### config.mk
export PLATFORM = sky130hd
export DESIGN_NAME = multibyte_separator_splitter_core_flat
export DESIGN_NICKNAME = d
export VERILOG_FILES = /design/src/rtl/mss_pkg.sv /design/src/rtl/mss_if.sv /design/src/rtl/multibyte_separator_splitter_core.sv /design/src/rtl/mss_csr.sv /design/src/rtl/mss_window.sv /design/src/rtl/mss_ctrl.sv /design/src/flat_wrapper.sv
export SDC_FILE = /design/constraint.sdc
export NUM_CORES = 1
export LEC_CHECK = 0
export BUFFER_PORTS_ARGS = -buffer_cell sky130_fd_sc_hd__clkbuf_2
export CORE_ASPECT_RATIO = 2
export CORE_UTILIZATION = 43
export DETAILED_ROUTE_END_ITERATION = 10
export PLACE_DENSITY = 0.76
export SETUP_SLACK_MARGIN = 0.15
export SLEW_MARGIN = 20
export SYNTH_ARGS = -nofsm -noshare
export SYNTH_HDL_FRONTEND = slang
export SYNTH_SLANG_ARGS = --single-unit
### constraint.sdc
create_clock -name clock -period 9.5 [get_ports clock]
set_input_delay 2.85 -clock clock [delete_from_list [all_inputs] [get_ports clock]]
set_output_delay 2.85 -clock clock [all_outputs]
set_load 0.02 [all_outputs]
### src/rtl/mss_pkg.sv
// types, constants and helpers for the multibyte separator splitter
// no dependencies
`default_nettype none

package mss_pkg;

   localparam int SEP_MAX_DEF = 8;
   localparam int LEN_W       = 4;
   localparam int BYTE_W      = 8;
   localparam int SEP_W       = 64;
   localparam int PADDR_W     = 4;
   localparam int PDATA_W     = 64;

   // register index, taken from paddr[3]
   localparam logic CSR_IDX_LEN = 1'b0;
   localparam logic CSR_IDX_SEP = 1'b1;

   localparam logic [LEN_W-1:0] LEN_RESET = 4'd1;
   localparam logic [SEP_W-1:0] SEP_RESET = 64'd44;

   typedef enum logic [2:0] {
      WOP_HOLD,
      WOP_PASS,
      WOP_PUSH,
      WOP_PUSH_MATCH,
      WOP_PUSH_PASS
   } win_op_type;

   typedef enum logic {
      ST_ENTER,
      ST_FLUSH
   } ctrl_state_type;

   typedef struct packed {
      logic              full;
      logic              fills;
      logic              empty;
      logic              match;
      logic [BYTE_W-1:0] head;
   } win_stat_type;

   typedef struct packed {
      logic [BYTE_W-1:0] out_byte;
      logic              has_byte;
      logic              field_end;
      logic              source_end;
      logic              run_last;
   } rsp_beat_type;

   function automatic logic [LEN_W-1:0] clamp_len(input logic [LEN_W-1:0] raw,
                                                   input logic [LEN_W-1:0] max_len);
      logic [LEN_W-1:0] len;
      len = raw;
      if (len == '0) begin
         len = LEN_W'(1);
      end
      if (len > max_len) begin
         len = max_len;
      end
      return len;
   endfunction

endpackage

`default_nettype wire

### src/rtl/mss_if.sv
// valid/ready channel interfaces for the request and response streams
// depends on mss_pkg
`default_nettype none

interface mss_req_if;
   logic                      valid;
   logic                      ready;
   logic [mss_pkg::BYTE_W-1:0] in_byte;
   logic                      is_last;

   modport source (output valid, output in_byte, output is_last, input ready);
   modport sink   (input valid, input in_byte, input is_last, output ready);
endinterface

interface mss_rsp_if;
   logic                      valid;
   logic                      ready;
   logic [mss_pkg::BYTE_W-1:0] out_byte;
   logic                      has_byte;
   logic                      field_end;
   logic                      source_end;
   logic                      run_last;

   modport source (output valid, output out_byte, output has_byte, output field_end,
                   output source_end, output run_last, input ready);
   modport sink   (input valid, input out_byte, input has_byte, input field_end,
                   input source_end, input run_last, output ready);
endinterface

`default_nettype wire

### src/rtl/multibyte_separator_splitter_core.sv
// top level of the multibyte separator splitter
// depends on mss_pkg, mss_if, mss_csr, mss_window, mss_ctrl
//
//   channel   kind         beat
//   req_ch    valid/ready  one source byte plus end-of-source flag
//   rsp_ch    valid/ready  one field byte or one field end
//   p*        apb          separator length at 0x0, separator bytes at 0x8
//
// one request beat per cycle when the response side does not stall and no flush
// or drain runs; a byte gives at most one response beat, but a last byte passes
// out each held byte then the final end, and a lowered length drains held bytes
// first; the window register and its single result register set this pacing
// synchronous active-high reset empties the window; registers go to length 1, comma
`default_nettype none

module multibyte_separator_splitter_core #(
   parameter int SEP_MAX = mss_pkg::SEP_MAX_DEF
) (
   input  wire logic                        clock,
   input  wire logic                        reset,
   mss_req_if.sink                          req_ch,
   mss_rsp_if.source                        rsp_ch,
   input  wire logic                        psel,
   input  wire logic                        penable,
   input  wire logic                        pwrite,
   input  wire logic [mss_pkg::PADDR_W-1:0] paddr,
   input  wire logic [mss_pkg::PDATA_W-1:0] pwdata,
   output      logic [mss_pkg::PDATA_W-1:0] prdata,
   output      logic                        pready
);

   logic [mss_pkg::LEN_W-1:0]  act_len;
   logic [mss_pkg::SEP_W-1:0]  sep_bytes;
   logic [mss_pkg::BYTE_W-1:0] hold_byte;
   mss_pkg::win_op_type        op;
   mss_pkg::win_stat_type      stat;

   mss_csr #(.SEP_MAX(SEP_MAX)) u_csr (
      .clock     (clock),
      .reset     (reset),
      .psel      (psel),
      .penable   (penable),
      .pwrite    (pwrite),
      .paddr     (paddr),
      .pwdata    (pwdata),
      .prdata    (prdata),
      .pready    (pready),
      .act_len   (act_len),
      .sep_bytes (sep_bytes)
   );

   mss_window #(.SEP_MAX(SEP_MAX)) u_window (
      .clock     (clock),
      .reset     (reset),
      .op        (op),
      .in_byte   (hold_byte),
      .sep_bytes (sep_bytes),
      .act_len   (act_len),
      .stat      (stat)
   );

   mss_ctrl u_ctrl (
      .clock     (clock),
      .reset     (reset),
      .req       (req_ch),
      .rsp       (rsp_ch),
      .stat      (stat),
      .op        (op),
      .hold_byte (hold_byte)
   );

endmodule

`default_nettype wire

### src/rtl/mss_csr.sv
// apb register block: separator length and separator bytes
// depends on mss_pkg
`default_nettype none

module mss_csr #(
   parameter int SEP_MAX = mss_pkg::SEP_MAX_DEF
) (
   input  wire logic                        clock,
   input  wire logic                        reset,
   input  wire logic                        psel,
   input  wire logic                        penable,
   input  wire logic                        pwrite,
   input  wire logic [mss_pkg::PADDR_W-1:0] paddr,
   input  wire logic [mss_pkg::PDATA_W-1:0] pwdata,
   output      logic [mss_pkg::PDATA_W-1:0] prdata,
   output      logic                        pready,
   output      logic [mss_pkg::LEN_W-1:0]   act_len,
   output      logic [mss_pkg::SEP_W-1:0]   sep_bytes
);

   logic [mss_pkg::LEN_W-1:0] len_ff, len_in;
   logic [mss_pkg::SEP_W-1:0] sep_ff, sep_in;
   logic                      wr;

   always_comb begin
      wr     = psel && penable && pwrite;
      len_in = len_ff;
      sep_in = sep_ff;
      if (wr && (paddr[3] == mss_pkg::CSR_IDX_LEN)) begin
         len_in = pwdata[mss_pkg::LEN_W-1:0];
      end
      if (wr && (paddr[3] == mss_pkg::CSR_IDX_SEP)) begin
         sep_in = pwdata[mss_pkg::SEP_W-1:0];
      end
   end

   always_ff @(posedge clock) begin
      if (reset) begin
         len_ff <= mss_pkg::LEN_RESET;
         sep_ff <= mss_pkg::SEP_RESET;
      end else begin
         len_ff <= len_in;
         sep_ff <= sep_in;
      end
   end

   assign pready    = 1'b1;
   assign prdata    = (paddr[3] == mss_pkg::CSR_IDX_SEP) ? sep_ff
                                                         : mss_pkg::PDATA_W'(len_ff);
   assign act_len   = mss_pkg::clamp_len(len_ff, mss_pkg::LEN_W'(SEP_MAX));
   assign sep_bytes = sep_ff;

endmodule

`default_nettype wire

### src/rtl/mss_window.sv
// byte window with fill count and parallel separator compare
// depends on mss_pkg
`default_nettype none

module mss_window #(
   parameter int SEP_MAX = mss_pkg::SEP_MAX_DEF
) (
   input  wire logic                       clock,
   input  wire logic                       reset,
   input  wire mss_pkg::win_op_type        op,
   input  wire logic [mss_pkg::BYTE_W-1:0] in_byte,
   input  wire logic [mss_pkg::SEP_W-1:0]  sep_bytes,
   input  wire logic [mss_pkg::LEN_W-1:0]  act_len,
   output      mss_pkg::win_stat_type      stat
);

   localparam int CNT_W = $clog2(SEP_MAX + 1);

   logic [CNT_W-1:0]          count_ff, count_in;
   logic [mss_pkg::BYTE_W-1:0] win_ff [SEP_MAX];
   logic [mss_pkg::BYTE_W-1:0] win_in [SEP_MAX];
   logic [mss_pkg::BYTE_W-1:0] pushed [SEP_MAX];
   logic [mss_pkg::BYTE_W-1:0] base   [SEP_MAX];
   logic [mss_pkg::BYTE_W-1:0] shifted[SEP_MAX];
   logic [SEP_MAX-1:0]        lane_ok;
   logic [mss_pkg::LEN_W-1:0] cnt;

   always_comb begin
      cnt = mss_pkg::LEN_W'(count_ff);
      for (int k = 0; k < SEP_MAX; k++) begin
         pushed[k]  = (CNT_W'(k) == count_ff) ? in_byte : win_ff[k];
         lane_ok[k] = (pushed[k] == sep_bytes[8*k +: 8]) ||
                      (mss_pkg::LEN_W'(k) >= act_len);
         base[k]    = (op == mss_pkg::WOP_PASS) ? win_ff[k] : pushed[k];
      end
      for (int k = 0; k < SEP_MAX; k++) begin
         if (k < SEP_MAX - 1) begin
            shifted[k] = base[k+1];
         end else begin
            shifted[k] = base[k];
         end
      end

      stat.full  = cnt >= act_len;
      stat.fills = cnt == (act_len - mss_pkg::LEN_W'(1));
      stat.empty = count_ff == '0;
      stat.match = &lane_ok;
      stat.head  = pushed[0];

      win_in   = win_ff;
      count_in = count_ff;
      case (op)
         mss_pkg::WOP_PASS: begin
            win_in   = shifted;
            count_in = count_ff - CNT_W'(1);
         end
         mss_pkg::WOP_PUSH: begin
            win_in   = pushed;
            count_in = count_ff + CNT_W'(1);
         end
         mss_pkg::WOP_PUSH_MATCH: begin
            count_in = '0;
         end
         mss_pkg::WOP_PUSH_PASS: begin
            win_in = shifted;
         end
         default: begin
            win_in   = win_ff;
            count_in = count_ff;
         end
      endcase
   end

   always_ff @(posedge clock) begin
      if (reset) begin
         count_ff <= '0;
      end else begin
         count_ff <= count_in;
      end
   end

   always_ff @(posedge clock) begin
      win_ff <= win_in;
   end

endmodule

`default_nettype wire

### src/rtl/mss_ctrl.sv
// input register, step sequencer and response register
// depends on mss_pkg and mss_if
`default_nettype none

module mss_ctrl (
   input  wire logic                        clock,
   input  wire logic                        reset,
   mss_req_if.sink                          req,
   mss_rsp_if.source                        rsp,
   input  wire mss_pkg::win_stat_type       stat,
   output      mss_pkg::win_op_type         op,
   output      logic [mss_pkg::BYTE_W-1:0]  hold_byte
);

   mss_pkg::ctrl_state_type    state_ff, state_in, state_next;
   logic                       hold_valid_ff, hold_valid_in;
   logic [mss_pkg::BYTE_W-1:0] hold_byte_ff, hold_byte_in;
   logic                       hold_last_ff, hold_last_in;
   logic                       rsp_valid_ff, rsp_valid_in;
   mss_pkg::rsp_beat_type      beat_ff, beat_in, beat;
   mss_pkg::win_op_type        op_sel;
   logic                       emit, final_step, fire, out_free, accept;

   // step decode
   always_comb begin
      op_sel     = mss_pkg::WOP_HOLD;
      emit       = 1'b0;
      final_step = 1'b0;
      state_next = state_ff;
      beat       = '0;
      case (state_ff)
         mss_pkg::ST_ENTER: begin
            if (stat.full) begin
               op_sel        = mss_pkg::WOP_PASS;
               emit          = 1'b1;
               beat.out_byte = stat.head;
               beat.has_byte = 1'b1;
            end else begin
               final_step = !hold_last_ff;
               if (hold_last_ff) begin
                  state_next = mss_pkg::ST_FLUSH;
               end
               if (stat.fills) begin
                  emit          = 1'b1;
                  beat.run_last = !hold_last_ff;
                  if (stat.match) begin
                     op_sel         = mss_pkg::WOP_PUSH_MATCH;
                     beat.field_end = 1'b1;
                  end else begin
                     op_sel        = mss_pkg::WOP_PUSH_PASS;
                     beat.out_byte = stat.head;
                     beat.has_byte = 1'b1;
                  end
               end else begin
                  op_sel = mss_pkg::WOP_PUSH;
               end
            end
         end
         mss_pkg::ST_FLUSH: begin
            emit = 1'b1;
            if (!stat.empty) begin
               op_sel        = mss_pkg::WOP_PASS;
               beat.out_byte = stat.head;
               beat.has_byte = 1'b1;
            end else begin
               beat.field_end  = 1'b1;
               beat.source_end = 1'b1;
               beat.run_last   = 1'b1;
               final_step      = 1'b1;
               state_next      = mss_pkg::ST_ENTER;
            end
         end
         default: begin
            state_next = mss_pkg::ST_ENTER;
         end
      endcase
   end

   always_comb begin
      out_free  = !rsp_valid_ff || rsp.ready;
      fire      = hold_valid_ff && (!emit || out_free);
      op        = fire ? op_sel : mss_pkg::WOP_HOLD;
      state_in  = fire ? state_next : state_ff;
      req.ready = !hold_valid_ff || (fire && final_step);
      accept    = req.valid && req.ready;

      hold_valid_in = hold_valid_ff;
      if (accept) begin
         hold_valid_in = 1'b1;
      end else if (fire && final_step) begin
         hold_valid_in = 1'b0;
      end
      hold_byte_in = accept ? req.in_byte : hold_byte_ff;
      hold_last_in = accept ? req.is_last : hold_last_ff;

      rsp_valid_in = rsp_valid_ff;
      beat_in      = beat_ff;
      if (fire && emit) begin
         rsp_valid_in = 1'b1;
         beat_in      = beat;
      end else if (rsp.ready) begin
         rsp_valid_in = 1'b0;
      end
   end

   always_ff @(posedge clock) begin
      if (reset) begin
         state_ff      <= mss_pkg::ST_ENTER;
         hold_valid_ff <= 1'b0;
         rsp_valid_ff  <= 1'b0;
      end else begin
         state_ff      <= state_in;
         hold_valid_ff <= hold_valid_in;
         rsp_valid_ff  <= rsp_valid_in;
      end
   end

   always_ff @(posedge clock) begin
      hold_byte_ff <= hold_byte_in;
      hold_last_ff <= hold_last_in;
      beat_ff      <= beat_in;
   end

   assign hold_byte      = hold_byte_ff;
   assign rsp.valid      = rsp_valid_ff;
   assign rsp.out_byte   = beat_ff.out_byte;
   assign rsp.has_byte   = beat_ff.has_byte;
   assign rsp.field_end  = beat_ff.field_end;
   assign rsp.source_end = beat_ff.source_end;
   assign rsp.run_last   = beat_ff.run_last;

endmodule

`default_nettype wire

### src/flat_wrapper.sv
// flat-port wrapper written by rule: the top's interface ports become plain ports
module multibyte_separator_splitter_core_flat 
#(
   parameter int SEP_MAX = mss_pkg::SEP_MAX_DEF
)
  (clock, reset, psel, penable, pwrite, paddr, pwdata, prdata, pready, req_ch_valid, req_ch_in_byte, req_ch_is_last, req_ch_ready, rsp_ch_valid, rsp_ch_out_byte, rsp_ch_has_byte, rsp_ch_field_end, rsp_ch_source_end, rsp_ch_run_last, rsp_ch_ready);
  mss_req_if req_ch_i ();
  mss_rsp_if rsp_ch_i ();
  input  wire logic clock;
  input  wire logic reset;
  input  wire logic psel;
  input  wire logic penable;
  input  wire logic pwrite;
  input  wire logic [mss_pkg::PADDR_W-1:0] paddr;
  input  wire logic [mss_pkg::PDATA_W-1:0] pwdata;
  output      logic [mss_pkg::PDATA_W-1:0] prdata;
  output      logic pready;
  input wire logic [$bits(req_ch_i.valid)-1:0] req_ch_valid;
  input wire logic [$bits(req_ch_i.in_byte)-1:0] req_ch_in_byte;
  input wire logic [$bits(req_ch_i.is_last)-1:0] req_ch_is_last;
  output wire logic [$bits(req_ch_i.ready)-1:0] req_ch_ready;
  output wire logic [$bits(rsp_ch_i.valid)-1:0] rsp_ch_valid;
  output wire logic [$bits(rsp_ch_i.out_byte)-1:0] rsp_ch_out_byte;
  output wire logic [$bits(rsp_ch_i.has_byte)-1:0] rsp_ch_has_byte;
  output wire logic [$bits(rsp_ch_i.field_end)-1:0] rsp_ch_field_end;
  output wire logic [$bits(rsp_ch_i.source_end)-1:0] rsp_ch_source_end;
  output wire logic [$bits(rsp_ch_i.run_last)-1:0] rsp_ch_run_last;
  input wire logic [$bits(rsp_ch_i.ready)-1:0] rsp_ch_ready;
  assign req_ch_i.valid = req_ch_valid;
  assign req_ch_i.in_byte = req_ch_in_byte;
  assign req_ch_i.is_last = req_ch_is_last;
  assign req_ch_ready = req_ch_i.ready;
  assign rsp_ch_valid = rsp_ch_i.valid;
  assign rsp_ch_out_byte = rsp_ch_i.out_byte;
  assign rsp_ch_has_byte = rsp_ch_i.has_byte;
  assign rsp_ch_field_end = rsp_ch_i.field_end;
  assign rsp_ch_source_end = rsp_ch_i.source_end;
  assign rsp_ch_run_last = rsp_ch_i.run_last;
  assign rsp_ch_i.ready = rsp_ch_ready;
  multibyte_separator_splitter_core #(.SEP_MAX(SEP_MAX)) u_core (.clock(clock), .reset(reset), .req_ch(req_ch_i), .rsp_ch(rsp_ch_i), .psel(psel), .penable(penable), .pwrite(pwrite), .paddr(paddr), .pwdata(pwdata), .prdata(prdata), .pready(pready));
endmodule
==> impl_metrics.prom, run 1 <==
# TYPE chip_impl_metric gauge
chip_impl_metric{name="clk_pin_slew_worst_paths",unit="ns"} 0.06
chip_impl_metric{name="timing.final.setup_violations",unit=""} 0
chip_impl_metric{name="preCtsSetupSlack",unit="ns"} 2.66
chip_impl_metric{name="final_hold_viol_count",unit=""} 0
chip_impl_info{name="synth_ff_type",value="sky130_fd_sc_hd__edfxtp_1"} 1
chip_impl_info{name="worst_setup_path_endpoint",value="prdata[1]"} 1
chip_impl_metric{name="residual_drc",unit=""} 0
chip_impl_metric{name="reg2reg_depth",unit=""} 11
chip_impl_metric{name="power.ir.vdd_worst",unit="mV"} 0.125
chip_impl_metric{name="postRouteAntennaNets",unit=""} 0
chip_impl_metric{name="final.setup.tns",unit="ns"} 0
chip_impl_info{name="rsz0062_at_grt",value="false"} 1
chip_impl_metric{name="finClkSkew",unit="ns"} 0.0135
chip_impl_metric{name="drt_iter0_drc",unit=""} 596
chip_impl_metric{name="setup.reg_to_reg.worst_slack",unit="ns"} 4.19
chip_impl_metric{name="initial_utilization",unit=""} 0.438
chip_impl_metric{name="globalRoute.totalOverflow",unit=""} 0
chip_impl_metric{name="worst_skew_pair.late_latency",unit="ns"} 0.45
chip_impl_info{name="reg2reg_from",value="u_core.u_window.cnt[2]$_SDFFE_PP0P_"} 1
chip_impl_metric{name="synth_simple_gate_area_share",unit=""} 0.218
chip_impl_metric{name="cts_bufs_inserted",unit=""} 17
chip_impl_info{name="critPathCaptureType",value="output port"} 1
chip_impl_metric{name="timing.max_slew.rel_slack",unit=""} 0.373
chip_impl_metric{name="critical_path_required",unit="ns"} 6.65
chip_impl_metric{name="cts_hold_buf",unit=""} 0
chip_impl_metric{name="floorplan_core_area",unit="sq um"} 21600
chip_impl_metric{name="synth.area.mux_share",unit=""} 0.0712
chip_impl_metric{name="synth_xor_area_frac",unit=""} 0.0213
chip_impl_metric{name="die_x",unit="um"} 107
chip_impl_info{name="status",value="finished, final reports clean"} 1
chip_impl_metric{name="power-per-cell-area",unit="nW/um^2"} 269
chip_impl_metric{name="report.power.total",unit="mW"} 2.97
chip_impl_metric{name="postSynthAreaPerCell",unit="sq um"} 8.80
chip_impl_metric{name="grt_antenna_before_repair",unit=""} 1
chip_impl_metric{name="filler_cell_count",unit=""} 2036
chip_impl_info{name="setup.worst_path.start_class",value="input port"} 1
chip_impl_metric{name="htree_levels",unit=""} 4
chip_impl_metric{name="yosysSeqAreaShare",unit=""} 0.429
chip_impl_info{name="critPathKind",value="in2out"} 1
chip_impl_metric{name="critical_path.max_stage_delay",unit="ns"} 0.55
chip_impl_metric{name="post_cts_resized",unit=""} 0
chip_impl_metric{name="grt_pass1_vias",unit=""} 8346
chip_impl_metric{name="tightestPinTransition",unit="ns"} 0.932
chip_impl_metric{name="finalMaxSlewViolations",unit=""} 0
chip_impl_metric{name="leakage",unit="nW"} 4.31
chip_impl_metric{name="gp_routability_congestion",unit=""} 0.913
chip_impl_info{name="worst_path_max_delay_cell",value="sky130_fd_sc_hd__clkbuf_4"} 1
chip_impl_metric{name="maximum_buffer_depth_of_the_clock_tree",unit=""} 2
chip_impl_metric{name="grt_pass1_wl",unit="mm"} 44.2
chip_impl_info{name="largest_family_of_logic_cells_by_synthesized_area",value="simple AND/OR/NAND/NOR gates"} 1
chip_impl_info{name="cell_types_with_the_largest_area_share_after_synthesis",value="sky130_fd_sc_hd__edfxtp_1, sky130_fd_sc_hd__dfxtp_1, sky130_fd_sc_hd__nand2_1, sky130_fd_sc_hd__mux2i_1, sky130_fd_sc_hd__a21oi_1"} 1
chip_impl_metric{name="register_area",unit="sq um"} 4050
chip_impl_metric{name="min_period",unit="ns"} 6.82
chip_impl_metric{name="synth_async_sr_flop_share",unit=""} 0
chip_impl_metric{name="i_o_pin_count",unit=""} 163
chip_impl_metric{name="synthCells",unit=""} 1074
chip_impl_metric{name="drt_pass1_iterations",unit=""} 6
chip_impl_metric{name="crit_arrival",unit="ns"} 3.97
chip_impl_metric{name="fp.dieArea",unit="sq um"} 22600
chip_impl_metric{name="rows",unit=""} 76
chip_impl_metric{name="grt_max_degree",unit=""} 78
chip_impl_metric{name="drt-wirelength-per-cell",unit="um"} 19.5
chip_impl_metric{name="timing.final.ws_setup",unit="ns"} 2.68
chip_impl_metric{name="area_growth_syn_to_layout",unit="%"} 16.7
chip_impl_info{name="critical_path.cell_chain",value="clkbuf_4 -> mux2_2 -> clkbuf_2"} 1
chip_impl_metric{name="dieHeight",unit="um"} 212
chip_impl_metric{name="cts.sinks",unit=""} 160
chip_impl_metric{name="place_hpwl",unit="mm"} 20.3
chip_impl_metric{name="synth.lib_cells_used.distinct",unit=""} 66
chip_impl_metric{name="synth-warning-count",unit=""} 0
chip_impl_info{name="hold_path_class",value="reg2reg"} 1
chip_impl_metric{name="placed_cells_incl_taps",unit=""} 1444
chip_impl_metric{name="numPortBuffers",unit=""} 158
chip_impl_metric{name="synth_compound_gate_area_share",unit=""} 0.188
chip_impl_metric{name="fin_crit_sh",unit=""} 0.718
chip_impl_metric{name="route.vias.total",unit=""} 8833
chip_impl_info{name="clock-root-buffer",value="sky130_fd_sc_hd__clkbuf_16"} 1
chip_impl_metric{name="crit_fanout",unit=""} 69
chip_impl_metric{name="drt-total-wl",unit="mm"} 28.8
chip_impl_metric{name="synth_fp_nets",unit=""} 1171
chip_impl_metric{name="yosys.area_share.adder",unit=""} 0.0172
chip_impl_info{name="crit-reg2reg-capture",value="u_core.u_window.win_ff[33]$_DFFE_PP_"} 1
chip_impl_metric{name="timing.max_cap.violations",unit=""} 0
chip_impl_metric{name="max_freq",unit="MHz"} 147
chip_impl_info{name="cts_tree",value="built"} 1
chip_impl_metric{name="layout.cells.non_filler",unit=""} 1477
chip_impl_info{name="critPathLaunch",value="paddr[3]"} 1
chip_impl_metric{name="post_synth_instance_area",unit="sq um"} 9450
chip_impl_info{name="netlist.top_cell.by_area",value="sky130_fd_sc_hd__edfxtp_1"} 1
chip_impl_metric{name="final_design_area_no_fill",unit="sq um"} 11000
chip_impl_metric{name="synth-seq-cells",unit=""} 160
chip_impl_metric{name="post_dr_vias_cell",unit=""} 5.98
chip_impl_metric{name="multiInputGateArea",unit="sq um"} 4900
chip_impl_metric{name="placement.cell_area",unit="sq um"} 10400
chip_impl_metric{name="final_layout_size_suffix_gt1_frac",unit=""} 0.186
chip_impl_metric{name="nNetsFinal",unit=""} 1287
chip_impl_metric{name="number_of_enable_flip_flop_cells_after_synthesis",unit=""} 85
chip_impl_metric{name="netlist.area_leader.share",unit=""} 0.270
chip_impl_metric{name="post_cts_buffers",unit=""} 0
chip_impl_metric{name="global_route.usage.total",unit=""} 0.256
-- where the power goes --
| group | internal [mW] | total (mW) | switching, mW |
|---|---|---|---|
| clock | 0.457 | 0.747 | 0.290 |
| sequential | 1.01 | 1.18 | 0.171 |
| combinational | 0.402 | 1.04 | 0.641 |
| total | 1.87 | 2.97 | 1.10 |
-- worst min path at each step --
stage | endpoint | cells after the start | start
floorplan | u_core.u_csr.len_ff[0]$_SDFFE_PP1P_ | 1 | u_core.u_csr.len_ff[0]$_SDFFE_PP1P_
global placement | u_core.u_csr.sep_bytes[42]$_SDFFE_PP0P_ | 2 | u_core.u_csr.sep_bytes[42]$_SDFFE_PP0P_
detailed placement | u_core.u_csr.sep_bytes[42]$_SDFFE_PP0P_ | 2 | u_core.u_csr.sep_bytes[42]$_SDFFE_PP0P_
CTS | u_core.u_csr.sep_bytes[42]$_SDFFE_PP0P_ | 2 | u_core.u_csr.sep_bytes[42]$_SDFFE_PP0P_
global route | u_core.u_csr.sep_bytes[10]$_SDFFE_PP0P_ | 2 | u_core.u_csr.sep_bytes[10]$_SDFFE_PP0P_
finish | u_core.u_csr.sep_bytes[42]$_SDFFE_PP0P_ | 2 | u_core.u_csr.sep_bytes[42]$_SDFFE_PP0P_
-- per-stage QoR --
stage	utilization	hold slack, ns
finish	0.511	0.483
global route	0.511	0.515
CTS	0.511	0.488
detailed placement	0.481	0.478
global placement	0.481	0.476
floorplan	-	0.449
-- cells in the mapped netlist, types with 3 or more instances --
library cell	number
sky130_fd_sc_hd__o221ai_1	40
sky130_fd_sc_hd__o2111ai_1	3
sky130_fd_sc_hd__nor3b_1	6
sky130_fd_sc_hd__o21a_1	9
sky130_fd_sc_hd__or3_1	4
sky130_fd_sc_hd__buf_4	3
sky130_fd_sc_hd__ha_1	13
sky130_fd_sc_hd__xor2_1	10
sky130_fd_sc_hd__o21ai_0	30
sky130_fd_sc_hd__nor4_1	4
sky130_fd_sc_hd__o211ai_1	4
sky130_fd_sc_hd__edfxtp_1	85
sky130_fd_sc_hd__mux2i_1	56
sky130_fd_sc_hd__o22ai_1	30
sky130_fd_sc_hd__a221o_1	9
sky130_fd_sc_hd__a31oi_1	7
sky130_fd_sc_hd__nand2_1	195
sky130_fd_sc_hd__o31ai_1	4
sky130_fd_sc_hd__a221oi_1	4
sky130_fd_sc_hd__a22oi_1	3
sky130_fd_sc_hd__or4_1	4
sky130_fd_sc_hd__nor3_1	19
sky130_fd_sc_hd__xnor2_1	13
sky130_fd_sc_hd__mux2_2	10
sky130_fd_sc_hd__nand4_1	7
sky130_fd_sc_hd__nand3b_1	6
sky130_fd_sc_hd__inv_1	56
sky130_fd_sc_hd__nor2b_1	11
sky130_fd_sc_hd__o21ai_1	3
sky130_fd_sc_hd__buf_2	16
sky130_fd_sc_hd__a211oi_1	5
sky130_fd_sc_hd__a21o_1	4
sky130_fd_sc_hd__nand3_1	16
sky130_fd_sc_hd__a2111oi_0	5
sky130_fd_sc_hd__nand2b_1	20
sky130_fd_sc_hd__a21boi_0	3
sky130_fd_sc_hd__dfxtp_1	75
sky130_fd_sc_hd__clkbuf_1	52
sky130_fd_sc_hd__nor2_1	45
sky130_fd_sc_hd__and2_1	63
sky130_fd_sc_hd__a21oi_1	80
sky130_fd_sc_hd__and3b_1	3
sky130_fd_sc_hd__a211o_1	7
-- final cells by class --
cell class | count | area share
well taps | 273 | 0.0310
flip-flops and latches | 160 | 0.368
diodes | 1 | 0.000227
repair buffers | 169 | 0.0794
clock buffers | 20 | 0.0415
multi-input cells | 786 | 0.445
clock inverters | 12 | 0.0163
inverters | 56 | 0.0191
-- cell families after synthesis --
| logic type | Yosys count |
|---|---|
| simple gates | 418 |
| flops | 160 |
| mux | 66 |
| buf+inv | 128 |
| xor+xnor | 23 |
| other cells | 1 |
| fa+ha+maj | 13 |
| compound gates | 265 |
-- sequential cells by signal, indices dropped and copies added (netlist names) --
name,cells
u_core.u_csr.sep_bytes,64
u_core.u_ctrl.rsp.field_end,1
u_core.u_ctrl.rsp.run_last,1
u_core.u_ctrl.rsp.out_byte,8
u_core.u_ctrl.rsp.source_end,1
u_core.u_ctrl.hold_byte,8
u_core.u_csr.len_ff,4
u_core.u_window.cnt,4
u_core.u_ctrl.rsp.valid,1
u_core.u_window.win_ff,64
u_core.u_ctrl.state_ff,1
u_core.u_ctrl.hold_valid_ff,1
u_core.u_ctrl.hold_last_ff,1
u_core.u_ctrl.rsp.has_byte,1
-- critical path, delay by kind of cell --
family   cells  cell delay, ns
mux          1            0.41
buf+inv      2            0.70
-- per-layer routing --
layer / up-vias / global-route usage / share of wire
met5: - / 0 / 0
met4: 0 / 0.184 / 0.059
met3: 111 / 0.0394 / 0.050
met2: 395 / 0.460 / 0.53
met1: 4227 / 0.266 / 0.36
li1: 4100 / - / -
-- layout by cell type (no fill, tap or decap), drive strengths merged, types with 8 or more instances in the layout --
cell type	instances
nand2	195
clkbuf	178
edfxtp	85
a21oi	81
dfxtp	75
and2	63
inv	59
mux2i	56
nor2	46
o221ai	40
o21ai	33
o22ai	30
nand2b	20
nor3	19
nand3	16
xnor2	13
ha	13
nor2b	11
buf	11
xor2	10
mux2	10
o21a	9
a221o	9
nor3b	8
No activity file was read; power rests on OpenSTA's default activity.
==> run 2, diff against run 1 <==
--- a/config.mk
+++ b/config.mk
@@ -9,7 +9,7 @@
 export CORE_ASPECT_RATIO = 2
 export CORE_UTILIZATION = 43
 export DETAILED_ROUTE_END_ITERATION = 10
-export PLACE_DENSITY = 0.76
+export PLACE_DENSITY = 0.78
 export SETUP_SLACK_MARGIN = 0.15
 export SLEW_MARGIN = 20
 export SYNTH_ARGS = -nofsm -noshare
==> constraint.sdc (replaced) <==
create_clock -name clock -period 5.8 [get_ports clock]
set_input_delay 1.74 -clock clock [delete_from_list [all_inputs] [get_ports clock]]
set_output_delay 1.74 -clock clock [all_outputs]
set_load 0.02 [all_outputs]
==> run 2 against run 1 <==
Global-route usage increased by 0.45 points. Die area is the same. Design area up 0.41%. Setup slack worse by 2.1 ns. Critical path depth is 10 higher. Routed wire length rose by 1.6%. Total power is 64% higher. Sequential power up 64%. Via count barely moved. Critical path type is now reg2out. Core utilization grew 0.21 points. Non-clock buffer count increased by 9. Flip-flop and latch count stayed put.
==> impl_metrics.prom, run 2 (synthesis results as in run 1) <==
# TYPE chip_impl_metric gauge
chip_impl_info{name="status",value="finished, final reports clean"} 1
chip_impl_metric{name="internal_power",unit="mW"} 3.05
chip_impl_metric{name="final_design_area_no_fill",unit="sq um"} 11100
chip_impl_metric{name="seq_power_share",unit=""} 0.396
chip_impl_metric{name="i_o_pin_count",unit=""} 163
chip_impl_metric{name="tightestPinTransition",unit="ns"} 0.902
chip_impl_info{name="clock-root-buffer",value="sky130_fd_sc_hd__clkbuf_16"} 1
chip_impl_metric{name="drt-total-wl",unit="mm"} 29.3
chip_impl_metric{name="timing.final.ws_setup",unit="ns"} 0.617
chip_impl_metric{name="layout.cells.non_filler",unit=""} 1485
chip_impl_info{name="crit_family",value="compound AO/OA/AOI/OAI gates"} 1
chip_impl_metric{name="post_dr_vias_cell",unit=""} 5.95
chip_impl_metric{name="worst_skew_pair.late_latency",unit="ns"} 0.44
chip_impl_metric{name="placed_cells_incl_taps",unit=""} 1453
chip_impl_metric{name="fp.dieArea",unit="sq um"} 22600
chip_impl_metric{name="timing.final.setup_violations",unit=""} 0
chip_impl_info{name="setup.worst_path.start_class",value="flop"} 1
chip_impl_info{name="layout.cells.most_common_list",value="sky130_fd_sc_hd__nand2_1, sky130_fd_sc_hd__clkbuf_2, sky130_fd_sc_hd__edfxtp_1"} 1
chip_impl_metric{name="placement.cell_area",unit="sq um"} 10400
chip_impl_metric{name="htree_levels",unit=""} 4
chip_impl_metric{name="fin_crit_sh",unit=""} 0.894
chip_impl_metric{name="filler_cell_count",unit=""} 1984
chip_impl_info{name="rsz0062_at_grt",value="false"} 1
chip_impl_metric{name="share_comb_of_total_power",unit=""} 0.360
chip_impl_metric{name="numPortBuffers",unit=""} 158
chip_impl_metric{name="global_route.usage.total",unit=""} 0.261
chip_impl_metric{name="critical_path.max_stage_delay",unit="ns"} 0.48
chip_impl_metric{name="finClkSkew",unit="ns"} 0.00841
chip_impl_info{name="hold_path_class",value="reg2reg"} 1
chip_impl_metric{name="power.share.clock",unit=""} 0.244
chip_impl_metric{name="cts_hold_buf",unit=""} 0
chip_impl_metric{name="cts_bufs_inserted",unit=""} 17
chip_impl_info{name="critPathCaptureType",value="output port"} 1
chip_impl_metric{name="p_switching",unit="mW"} 1.81
chip_impl_metric{name="globalRoute.totalOverflow",unit=""} 0
chip_impl_metric{name="preCtsSetupSlack",unit="ns"} 0.695
chip_impl_metric{name="route.vias.total",unit=""} 8839
chip_impl_metric{name="final.setup.tns",unit="ns"} 0
chip_impl_metric{name="cts.sinks",unit=""} 160
chip_impl_metric{name="residual_drc",unit=""} 0
chip_impl_metric{name="power-per-cell-area",unit="nW/um^2"} 439
chip_impl_info{name="critPathKind",value="reg2out"} 1
chip_impl_metric{name="leakage",unit="nW"} 4.35
chip_impl_metric{name="grt_max_degree",unit=""} 65
chip_impl_metric{name="grt_antenna_before_repair",unit=""} 0
chip_impl_metric{name="antennaDiodeCount",unit=""} 0
chip_impl_info{name="worst_path_max_delay_cell",value="sky130_fd_sc_hd__dfxtp_1"} 1
chip_impl_metric{name="timing.max_slew.rel_slack",unit=""} 0.398
chip_impl_metric{name="place_hpwl",unit="mm"} 20.9
chip_impl_metric{name="floorplan_core_area",unit="sq um"} 21600
chip_impl_metric{name="gp_routability_congestion",unit=""} 0.915
chip_impl_info{name="critical_path.cell_chain",value="nor2_1 -> o21ai_0 -> inv_1 -> ha_1 -> nand2b_1 -> a21o_1 -> a21o_1 -> a211o_1 -> nor2_1 -> buf_4 -> o21ai_0 -> nand2_1 -> clkbuf_2"} 1
chip_impl_metric{name="nNetsFinal",unit=""} 1296
chip_impl_metric{name="max_freq",unit="MHz"} 193
chip_impl_metric{name="maximum_buffer_depth_of_the_clock_tree",unit=""} 2
chip_impl_metric{name="min_period",unit="ns"} 5.18
chip_impl_metric{name="timing.max_cap.violations",unit=""} 0
chip_impl_metric{name="report.power.total",unit="mW"} 4.86
chip_impl_metric{name="die_x",unit="um"} 107
chip_impl_metric{name="postRouteAntennaNets",unit=""} 0
chip_impl_metric{name="post_cts_resized",unit=""} 0
chip_impl_metric{name="post_cts_buffers",unit=""} 0
chip_impl_metric{name="grt_pass1_vias",unit=""} 8648
chip_impl_info{name="mostFrequentLayoutCell",value="sky130_fd_sc_hd__nand2_1"} 1
chip_impl_metric{name="power_switching_share",unit=""} 0.372
chip_impl_metric{name="grt_pass1_wl",unit="mm"} 45.1
chip_impl_metric{name="area_growth_syn_to_layout",unit="%"} 17.2
chip_impl_metric{name="crit_arrival",unit="ns"} 3.44
chip_impl_metric{name="drt-wirelength-per-cell",unit="um"} 19.7
chip_impl_metric{name="worst_hold_slack",unit="ns"} 0.493
chip_impl_metric{name="dieHeight",unit="um"} 212
chip_impl_metric{name="critical_path_required",unit="ns"} 4.06
chip_impl_metric{name="crit_fanout",unit=""} 8
chip_impl_metric{name="rows",unit=""} 76
chip_impl_metric{name="drt_iter0_drc",unit=""} 659
chip_impl_metric{name="finalCoreUtilization",unit=""} 0.513
chip_impl_metric{name="worstPathBufferInverterCount",unit=""} 3
chip_impl_metric{name="final_hold_viol_count",unit=""} 0
chip_impl_info{name="cts_tree",value="built"} 1
chip_impl_metric{name="power.ir.vdd_worst",unit="mV"} 0.237
chip_impl_metric{name="initial_utilization",unit=""} 0.438
chip_impl_metric{name="clk_pin_slew_worst_paths",unit="ns"} 0.06
chip_impl_metric{name="finalMaxSlewViolations",unit=""} 0
chip_impl_metric{name="drt_pass1_iterations",unit=""} 6
chip_impl_metric{name="final_layout_size_suffix_gt1_frac",unit=""} 0.190
-- run 2: changes by cell type in the layout (fill, tap and decap cells not counted), sizes merged --
cell	before	now
buf	11	20
bufinv	4	2
clkbuf	178	183
clkinv	3	2
clkinvlp	2	1
diode	1	0
inv	59	58
-- run 2: path summary, 6_finish.rpt --
kind / slack (ns) / to / start / cells past startpoint
setup / recovery: 0.62 / req_ch_ready / u_core.u_csr.len_ff[2]$_SDFFE_PP0P_ / 13
hold / removal: 0.49 / u_core.u_csr.sep_bytes[16]$_SDFFE_PP0P_ / u_core.u_csr.sep_bytes[16]$_SDFFE_PP0P_ / 2
setup reg to reg: 0.82 / u_core.u_window.win_ff[32]$_DFFE_PP_ / u_core.u_window.cnt[0]$_SDFFE_PP0P_ / 13
hold reg to reg: 0.49 / u_core.u_csr.sep_bytes[16]$_SDFFE_PP0P_ / u_core.u_csr.sep_bytes[16]$_SDFFE_PP0P_ / 2
-- run 2: cell type report --
type | count | area [sq um] | share of cell area
clock buffer | 25 | 529 | 0.0478
clock inverter | 7 | 92.6 | 0.00836
inverter | 56 | 210 | 0.0190
multi-input combinational | 786 | 4900 | 0.443
sequential | 160 | 4050 | 0.366
tap | 273 | 342 | 0.0309
timing repair buffer | 178 | 941 | 0.0850
-- run 2: worst register-to-register path: stages (launching register included) --
cell and delay [ns]:
sky130_fd_sc_hd__dfxtp_1 0.35, sky130_fd_sc_hd__inv_1 0.17, sky130_fd_sc_hd__ha_1 0.34, sky130_fd_sc_hd__nor3b_4 0.70, sky130_fd_sc_hd__mux2i_1 0.47, sky130_fd_sc_hd__o22ai_1 0.15
sky130_fd_sc_hd__or3_1 0.34, sky130_fd_sc_hd__o31ai_1 0.41, sky130_fd_sc_hd__nor3b_1 0.36, sky130_fd_sc_hd__a31oi_1 0.13, sky130_fd_sc_hd__buf_4 0.22, sky130_fd_sc_hd__nor2_2 0.46
sky130_fd_sc_hd__nand2_2 0.07, sky130_fd_sc_hd__buf_4 0.40
-- run 2: power by group through the flow --
stage	Sequential, mW	Clock (mW)	Combinational (mW)
floorplan	1.85	0	1.27
global placement	1.92	0	1.66
detailed placement	1.93	0	1.70
CTS	1.91	1.20	1.72
global route	1.95	1.24	1.89
finish	1.93	1.19	1.75
-- run 2: routing by layer --
metal / up-vias / share of wire / GRT usage
met4: 0 / 0.057 / 0.179
met3: 111 / 0.056 / 0.0369
met1: 4205 / 0.35 / 0.270
met2: 408 / 0.54 / 0.476
li1: 4115 / - / -
met5: - / 0 / 0
